==> src/design/greedy_row_path_selector_defines.svh <==
// ----------------------------------------------------------------------------
// Greedy row path selector assertion macros
// Shared concurrent assertion forms, clocked on i_clk and held off in reset.
// ----------------------------------------------------------------------------
`ifndef GREEDY_ROW_PATH_SELECTOR_DEFINES_SVH
`define GREEDY_ROW_PATH_SELECTOR_DEFINES_SVH

// Invariant that must hold at every clock edge out of reset.
`define GRPS_ASSERT_ALWAYS(label, cond, msg) \
    label: assert property (@(posedge i_clk) disable iff (!i_rst_n) (cond)) \
        else $error(msg);

// Consequent that must hold in the same cycle as the antecedent.
`define GRPS_ASSERT_SAME(label, ante, cons, msg) \
    label: assert property (@(posedge i_clk) disable iff (!i_rst_n) (ante) |-> (cons)) \
        else $error(msg);

// Consequent that must hold in the cycle after the antecedent.
`define GRPS_ASSERT_NEXT(label, ante, cons, msg) \
    label: assert property (@(posedge i_clk) disable iff (!i_rst_n) (ante) |=> (cons)) \
        else $error(msg);

`endif

==> src/design/grps_pkg.sv <==
// ----------------------------------------------------------------------------
// Greedy row path selector package
// Field widths, the cell and result word types shared by all modules.
// ----------------------------------------------------------------------------
`default_nettype none

package grps_pkg;

    localparam int COST_W  = 16;
    localparam int COL_W   = 4;
    localparam int ROW_W   = 7;
    localparam int SCORE_W = 17;
    localparam int TOTAL_W = 32;

    // Output word: row_number, chosen_column, step_weight, path_total, padded.
    localparam int RES_W   = ROW_W + COL_W + SCORE_W + TOTAL_W;
    localparam int OUT_W   = ((RES_W + 7) / 8) * 8;

    localparam logic [TOTAL_W-1:0] TOTAL_MAX = '1;

    // One accepted input word.
    typedef struct packed {
        logic [COST_W-1:0] cell_cost;
        logic              row_end;
        logic              path_start;
    } t_cell;

    // One row result.
    typedef struct packed {
        logic [TOTAL_W-1:0] path_total;
        logic [SCORE_W-1:0] step_weight;
        logic [COL_W-1:0]   chosen_column;
        logic [ROW_W-1:0]   row_number;
    } t_result;

endpackage

`default_nettype wire

==> src/design/grps_in_stage.sv <==
// ----------------------------------------------------------------------------
// Input register stage
// Captures one cell word and holds it until the row core consumes it.
// ----------------------------------------------------------------------------
`default_nettype none

module grps_in_stage
    import grps_pkg::*;
(
    input  wire logic  i_clk,
    input  wire logic  i_rst_n,
    input  wire logic  i_valid,
    output logic       o_ready,
    input  wire t_cell i_cell,
    input  wire logic  i_take,
    output logic       o_valid,
    output t_cell      o_cell
);

    logic  r_valid;
    t_cell r_cell;

    // A new word may enter when the stage is empty or drains this cycle.
    assign o_ready = !r_valid || i_take;

    // Valid flag.
    always_ff @(posedge i_clk) begin
        if (!i_rst_n) begin
            r_valid <= 1'b0;
        end else if (o_ready) begin
            r_valid <= i_valid;
        end
    end

    // Payload.
    always_ff @(posedge i_clk) begin
        if (o_ready && i_valid) begin
            r_cell <= i_cell;
        end
    end

    assign o_valid = r_valid;
    assign o_cell  = r_cell;

endmodule

`default_nettype wire

==> src/design/grps_row_core.sv <==
// ----------------------------------------------------------------------------
// Row scoring core
// Scores each cell against the current position, tracks the row minimum and
// the saturating path total, and forms the result at the end of a row.
// ----------------------------------------------------------------------------
`default_nettype none

module grps_row_core
    import grps_pkg::*;
#(
    parameter int COLUMNS = 12,
    parameter int ROWS    = 128
)
(
    input  wire logic  i_clk,
    input  wire logic  i_rst_n,
    input  wire logic  i_valid,
    input  wire t_cell i_cell,
    input  wire logic  i_out_free,
    output logic       o_take,
    output logic       o_load,
    output t_result    o_result
);

`include "greedy_row_path_selector_defines.svh"

    localparam logic [COL_W-1:0] LastCol = COL_W'(COLUMNS - 1);
    localparam logic [ROW_W-1:0] LastRow = ROW_W'(ROWS - 1);

    logic [COL_W-1:0]   r_cur;
    logic [COL_W-1:0]   r_scan;
    logic [SCORE_W-1:0] r_best;
    logic [COL_W-1:0]   r_bcol;
    logic [TOTAL_W-1:0] r_total;
    logic [ROW_W-1:0]   r_row;

    logic [COL_W-1:0]   cur_eff;
    logic [COL_W-1:0]   scan_eff;
    logic [SCORE_W-1:0] best_eff;
    logic [COL_W-1:0]   bcol_eff;
    logic [TOTAL_W-1:0] total_eff;
    logic [ROW_W-1:0]   row_eff;
    logic [COL_W-1:0]   col_dist;
    logic [SCORE_W-1:0] score;
    logic               take_cell;
    logic [SCORE_W-1:0] n_best;
    logic [COL_W-1:0]   n_bcol;
    logic [TOTAL_W:0]   sum_wide;
    logic [TOTAL_W-1:0] n_total;

    // A word moves on when it needs no result slot or the slot is free.
    assign o_take = i_valid && (!i_cell.row_end || i_out_free);
    assign o_load = o_take && i_cell.row_end;

    // A path start clears the state before this cell is scored.
    always_comb begin
        cur_eff   = i_cell.path_start ? '0 : r_cur;
        scan_eff  = i_cell.path_start ? '0 : r_scan;
        best_eff  = i_cell.path_start ? '0 : r_best;
        bcol_eff  = i_cell.path_start ? '0 : r_bcol;
        total_eff = i_cell.path_start ? '0 : r_total;
        row_eff   = i_cell.path_start ? '0 : r_row;
    end

    // Score and running minimum; the first cell of a row always wins.
    always_comb begin
        col_dist  = (scan_eff >= cur_eff) ? (scan_eff - cur_eff) : (cur_eff - scan_eff);
        score     = {1'b0, i_cell.cell_cost} + SCORE_W'(col_dist);
        take_cell = (scan_eff == '0) || (score < best_eff);
        n_best    = take_cell ? score : best_eff;
        n_bcol    = take_cell ? scan_eff : bcol_eff;
    end

    // Saturating path total.
    always_comb begin
        sum_wide = {1'b0, total_eff} + (TOTAL_W + 1)'(n_best);
        n_total  = sum_wide[TOTAL_W] ? TOTAL_MAX : sum_wide[TOTAL_W-1:0];
    end

    // Row result.
    always_comb begin
        o_result.row_number    = row_eff;
        o_result.chosen_column = n_bcol;
        o_result.step_weight   = n_best;
        o_result.path_total    = n_total;
    end

    // State update on each consumed word.
    always_ff @(posedge i_clk) begin
        if (!i_rst_n) begin
            r_cur   <= '0;
            r_scan  <= '0;
            r_best  <= '0;
            r_bcol  <= '0;
            r_total <= '0;
            r_row   <= '0;
        end else if (o_take) begin
            if (i_cell.row_end) begin
                r_cur   <= n_bcol;
                r_scan  <= '0;
                r_best  <= '0;
                r_bcol  <= '0;
                r_total <= n_total;
                r_row   <= (row_eff < LastRow) ? row_eff + 1'b1 : row_eff;
            end else begin
                r_cur   <= cur_eff;
                r_scan  <= (scan_eff < LastCol) ? scan_eff + 1'b1 : scan_eff;
                r_best  <= n_best;
                r_bcol  <= n_bcol;
                r_total <= total_eff;
                r_row   <= row_eff;
            end
        end
    end

    `GRPS_ASSERT_ALWAYS(a_scan_range, r_scan <= LastCol, "scan column past last column")
    `GRPS_ASSERT_ALWAYS(a_row_range, r_row <= LastRow, "row counter past last row")
    `GRPS_ASSERT_SAME(a_row_start_clear, r_scan == '0, r_best == '0 && r_bcol == '0,
        "row minimum not cleared at row start")
    `GRPS_ASSERT_NEXT(a_row_end_rewind, o_load, r_scan == '0 && r_cur == $past(n_bcol),
        "row end did not rewind scan or move position")

endmodule

`default_nettype wire

==> src/design/grps_out_stage.sv <==
// ----------------------------------------------------------------------------
// Output register stage
// Holds one row result word until the downstream side takes it.
// ----------------------------------------------------------------------------
`default_nettype none

module grps_out_stage
    import grps_pkg::*;
(
    input  wire logic    i_clk,
    input  wire logic    i_rst_n,
    input  wire logic    i_load,
    input  wire t_result i_result,
    input  wire logic    i_ready,
    output logic         o_free,
    output logic         o_valid,
    output t_result      o_result
);

    logic    r_valid;
    t_result r_result;

    // The slot can take a new result when empty or being read out now.
    assign o_free = !r_valid || i_ready;

    // Valid flag.
    always_ff @(posedge i_clk) begin
        if (!i_rst_n) begin
            r_valid <= 1'b0;
        end else if (o_free) begin
            r_valid <= i_load;
        end
    end

    // Payload.
    always_ff @(posedge i_clk) begin
        if (i_load) begin
            r_result <= i_result;
        end
    end

    assign o_valid  = r_valid;
    assign o_result = r_result;

endmodule

`default_nettype wire

==> src/design/greedy_row_path_selector.sv <==
// A row_end word passes from the input register through the row core into the
// output register. Throughput: one cell word per cycle; each register holds one
// word, and a stalled result stops a row_end word in the input register and with
// it all input. Reset: i_rst_n is synchronous and active low; it empties both
// registers and clears position, scan, row minimum, total and row count to zero.
// ----------------------------------------------------------------------------
// Greedy row path selector
// Streams grid cell costs row by row and reports the greedy column per row.
// ----------------------------------------------------------------------------
`default_nettype none

module greedy_row_path_selector
    import grps_pkg::*;
#(
    parameter int COLUMNS = 12,
    parameter int ROWS    = 128
)
(
    input  wire logic               i_clk,
    input  wire logic               i_rst_n,
    input  wire logic               s_axis_tvalid,
    output logic                    s_axis_tready,
    input  wire logic [COST_W-1:0]  s_axis_tdata,   // [15:0] cell_cost
    input  wire logic               s_axis_tlast,   // row_end
    input  wire logic [0:0]         s_axis_tuser,   // [0] path_start
    output logic                    m_axis_tvalid,
    input  wire logic               m_axis_tready,
    // [6:0] row_number, [10:7] chosen_column, [27:11] step_weight,
    // [59:28] path_total, [63:60] zero
    output logic [OUT_W-1:0]        m_axis_tdata
);

`include "greedy_row_path_selector_defines.svh"

    t_cell   in_word;
    t_cell   cell_q;
    logic    cell_valid;
    logic    take;
    logic    load;
    logic    out_free;
    t_result result_d;
    t_result result_q;

    assign in_word.cell_cost  = s_axis_tdata;
    assign in_word.row_end    = s_axis_tlast;
    assign in_word.path_start = s_axis_tuser[0];

    // Input register.
    grps_in_stage u_in (
        .i_clk   (i_clk),
        .i_rst_n (i_rst_n),
        .i_valid (s_axis_tvalid),
        .o_ready (s_axis_tready),
        .i_cell  (in_word),
        .i_take  (take),
        .o_valid (cell_valid),
        .o_cell  (cell_q)
    );

    // Scoring and path state.
    grps_row_core #(
        .COLUMNS (COLUMNS),
        .ROWS    (ROWS)
    ) u_core (
        .i_clk      (i_clk),
        .i_rst_n    (i_rst_n),
        .i_valid    (cell_valid),
        .i_cell     (cell_q),
        .i_out_free (out_free),
        .o_take     (take),
        .o_load     (load),
        .o_result   (result_d)
    );

    // Result register.
    grps_out_stage u_out (
        .i_clk    (i_clk),
        .i_rst_n  (i_rst_n),
        .i_load   (load),
        .i_result (result_d),
        .i_ready  (m_axis_tready),
        .o_free   (out_free),
        .o_valid  (m_axis_tvalid),
        .o_result (result_q)
    );

    // Pack the result word, first field lowest.
    assign m_axis_tdata = OUT_W'(result_q);

    `GRPS_ASSERT_NEXT(a_row_end_held, cell_valid && cell_q.row_end && m_axis_tvalid
        && !m_axis_tready, cell_valid && cell_q.row_end, "row end dropped while output stalled")

endmodule

`default_nettype wire
==> config.mk <==
export PLATFORM = sky130hd
export DESIGN_NAME = greedy_row_path_selector
export DESIGN_NICKNAME = d
export VERILOG_FILES = /design/src/design/grps_pkg.sv /design/src/design/grps_in_stage.sv /design/src/design/grps_row_core.sv /design/src/design/grps_out_stage.sv /design/src/design/greedy_row_path_selector.sv
export VERILOG_INCLUDE_DIRS = /design/src /design/src/design
export SDC_FILE = /design/constraint.sdc
export NUM_CORES = 1
export LEC_CHECK = 0
export BUFFER_PORTS_ARGS = -buffer_cell sky130_fd_sc_hd__buf_2
export CAP_MARGIN = 20
export CORE_AREA = 2 2 141 143
export CTS_CLUSTER_DIAMETER = 200
export CTS_CLUSTER_SIZE = 10
export DETAILED_ROUTE_END_ITERATION = 12
export DIE_AREA = 0 0 143 145
export SYNTH_ARGS = -nofsm -noshare
export SYNTH_HDL_FRONTEND = slang
export SYNTH_HIERARCHICAL = 1
export SYNTH_SLANG_ARGS = --single-unit
==> constraint.sdc <==
create_clock -name i_clk -period 10.19 [get_ports i_clk]
set_clock_uncertainty 0.1 [all_clocks]
set_input_delay 0.5095 -clock i_clk [delete_from_list [all_inputs] [get_ports i_clk]]
set_output_delay 0.5095 -clock i_clk [all_outputs]
set_load 0.03 [all_outputs]
==> results.toml <==
[sta]
rsz0062_at_grt = "false"
fin_crit_ns = 8.88
setup_tns_ns = 0
final_max_slew_viol_count = 0
worst_pin_slew_ns = 1.04
worst_slack_ns = 1.31
timing.final.hold_violations = 0
setup_viol = 0
slew_headroom_pct = 30.5
whs_ns = 0.151
clock.fmax_mhz = 113
min_period_over_period_pct = 87.2

[floorplan]
die_w_um = 143
core_um2 = 19200
initial_utilization_pct = 44.1
dieHeight_um = 145
die-area_um2 = 20700
num_rows = 51
pin_count = 88

[logic_synthesis]
yosys_warnings = 6
netlist.area_leader.share_pct = 27.7
synth.largest_area_cell = "edfxtp_1"
yosys_register_bits = 148
ys_types = 86
synthCells = 888
synth-edff-count = 78
yosys-top-cells-area = "edfxtp_1, dfxtp_1, ha_1"
avgSynthCellArea_um2 = 9.53
synth_area_um2 = 8460
synthArstFlopShare_pct = 0
synth_top_flop_cell = "edfxtp_1"
synth_seq_area_share_pct = 44.2

[final_layout]
final_cell_area_um2 = 9670
drive_gt1_share_pct = 16.9
regArea_um2 = 3740
utilization_pct = 50.4
syn2layout_area_growth_pct = 14.3
nFillCells = 1785
multi_input_area_um2 = 4400
fin_nets = 1030

[power]
p_leak_nw = 3.73
vdd_ir_drop_max_uv = 115
p_per_area_nw_per_um2 = 152

[placed_design]
gp_congestion = 0.820
hpwl_um = 14000
place_ws_ns = 1.35
placed_area_um2 = 9110
io_buffers = 83

[min_path]
hold_path.class = "in2reg"
min_path_cells = 1

[global_route]
use_met1_pct = 30.2
grt_pass1_wl_um = 32800
track_usage_pct = 20.0
grt.overflow.total = 0
grt_start_max_net_pins = 81
antenna_found_initial = 0
grt_util_met3_pct = 3.47
grt_pass1_vias = 6221
grt_util_met2_pct = 28.8
grt_busiest_layer = "met1"

[detailed_routing]
antenna_left = 0
drt-total-wl_um = 20100
drc = 0
routed_via_density = 5.40
drtIter0Drc = 536
num_vias = 6685
drt_first_pass_iters = 5
wl_per_cell_um = 16.2

[clock_network]
cts.clk_slew.worst_paths_ns = 0.06
post_cts_buffers = 0
clk_path_buf_depth = 2
cts_tree = "built"
cts_sinks = 148
cts-root-buf = "clkbuf_16"
htreeDepth = 4
cts_hold_buf = 0
cts_resized = 0
clock_latency_ns = 0.43
cts_buffers = 17

[worst_setup_path]
critical_path_class = "reg2reg"
cp.arrival_ns = 8.95
critPathLaunchType = "register"
crit_fanout = 16
cp-end-kind = "register"
worstPathRequired_ns = 10.25
slowest_delay_ns = 0.43
path_common_cell = "nand2_1"
rr_worst_depth = 38
worst_path_max_delay_cell = "a211o_2"

[run]
max_cap_violations = 0

[outcome]
status = "finished clean"
[final timing paths]
kind,slack (ns),startpoint,endpoint
max,1.31,u_in/o_cell[0],u_out/o_result[54]
min reg2reg,0.35,u_core/r_total[1],u_core/r_total[1]
min,0.15,s_axis_tlast,u_in/o_cell[1]
max reg2reg,1.31,u_in/o_cell[0],u_out/o_result[54]
[cell families (layout without fill, tap and decap cells)]
kind of cell | count (synthesis) | in the layout | share of synthesized area (%)
flops | 148 | 148 | 44.2
compound gates | 223 | 223 | 18.4
mux | 13 | 13 | 1.54
other cells | 1 | 5 | 0.0443
buf+inv | 80 | 161 | 4.08
simple gates | 334 | 334 | 19.9
xor+xnor | 40 | 40 | 4.23
fa+ha+maj | 49 | 49 | 7.60
[metal layers]
metal / up-vias / share of wire [%] / wire [um]
li1: 3326 / - / -
met1: 3156 / 51 / 10200
met2: 179 / 43 / 8680
met3: 24 / 4.4 / 887
met4: 0 / 1.5 / 302
met5: - / 0 / 0
[final cells by class]
class	count	share of cell area, %
Antenna cell	1	0.0259
Clock buffer	18	4.44
Clock inverter	14	1.36
Inverter	35	1.37
Multi-Input combinational cell	663	45.5
Sequential cell	148	38.7
Tap cell	265	3.43
Timing Repair Buffer	94	5.15
[worst max-delay path, delay by kind of cell, from the launching register on]
| kind | cells | cell delay (ns) |
|---|---|---|
| mux | 1 | 0.30 |
| xor+xnor | 2 | 0.27 |
| flops | 1 | 0.38 |
| buf+inv | 2 | 0.37 |
| simple gates | 17 | 3.12 |
| fa+ha+maj | 5 | 1.65 |
| compound gates | 11 | 2.42 |
[metrics by stage]
step,power (W),std cells
finish,0.00147,1238
global route,0.00153,1237
CTS,0.00148,1237
detailed placement,0.000879,1205
global placement,0.000878,1205
floorplan,0.000822,891
[power breakdown]
part | internal, W | switching, W
combinational | 0.0000631 | 0.000134
clock | 0.000338 | 0.000263
sequential | 0.000657 | 0.0000133
total | 0.00106 | 0.000410
[state kept, by name (all words and copies together), names as in the netlist]
name	cells
u_in/o_valid	1
u_in/o_cell	18
u_core/r_best	17
u_core/r_cur	4
u_core/r_total	32
u_out/o_result	60
u_core/r_row	7
u_core/r_bcol	4
u_out/o_valid	1
u_core/r_scan	4
[cells in the mapped netlist (all sizes together) (13+ instances only)]
| cell type | number |
|---|---|
| a21o | 20 |
| a21oi | 63 |
| a22oi | 27 |
| a31oi | 16 |
| and3 | 15 |
| buf | 15 |
| clkbuf | 30 |
| dfxtp | 70 |
| edfxtp | 78 |
| ha | 45 |
| inv | 34 |
| mux2i | 13 |
| nand2 | 121 |
| nand3 | 20 |
| nor2 | 67 |
| nor2b | 42 |
| nor3 | 14 |
| o21ai | 41 |
| xnor2 | 26 |
| xor2 | 14 |
[cells in the final DEF (no fill, tap or decap), types with 14 or more instances in the layout]
cell | synthesis | final
xnor2_1 | 25 | 25
xor2_1 | 14 | 14
a21o_1 | 20 | 20
a31oi_1 | 15 | 15
a21oi_1 | 58 | 58
clkbuf_16 | 0 | 17
inv_1 | 34 | 34
edfxtp_1 | 78 | 78
o21ai_0 | 33 | 33
nor2b_1 | 41 | 41
nor2_1 | 67 | 66
buf_2 | 4 | 83
nand2_1 | 120 | 120
nand3_1 | 19 | 19
ha_1 | 45 | 45
and3_1 | 14 | 14
a22oi_1 | 26 | 26
dfxtp_1 | 70 | 70
Power figures use the tool's default switching activity.
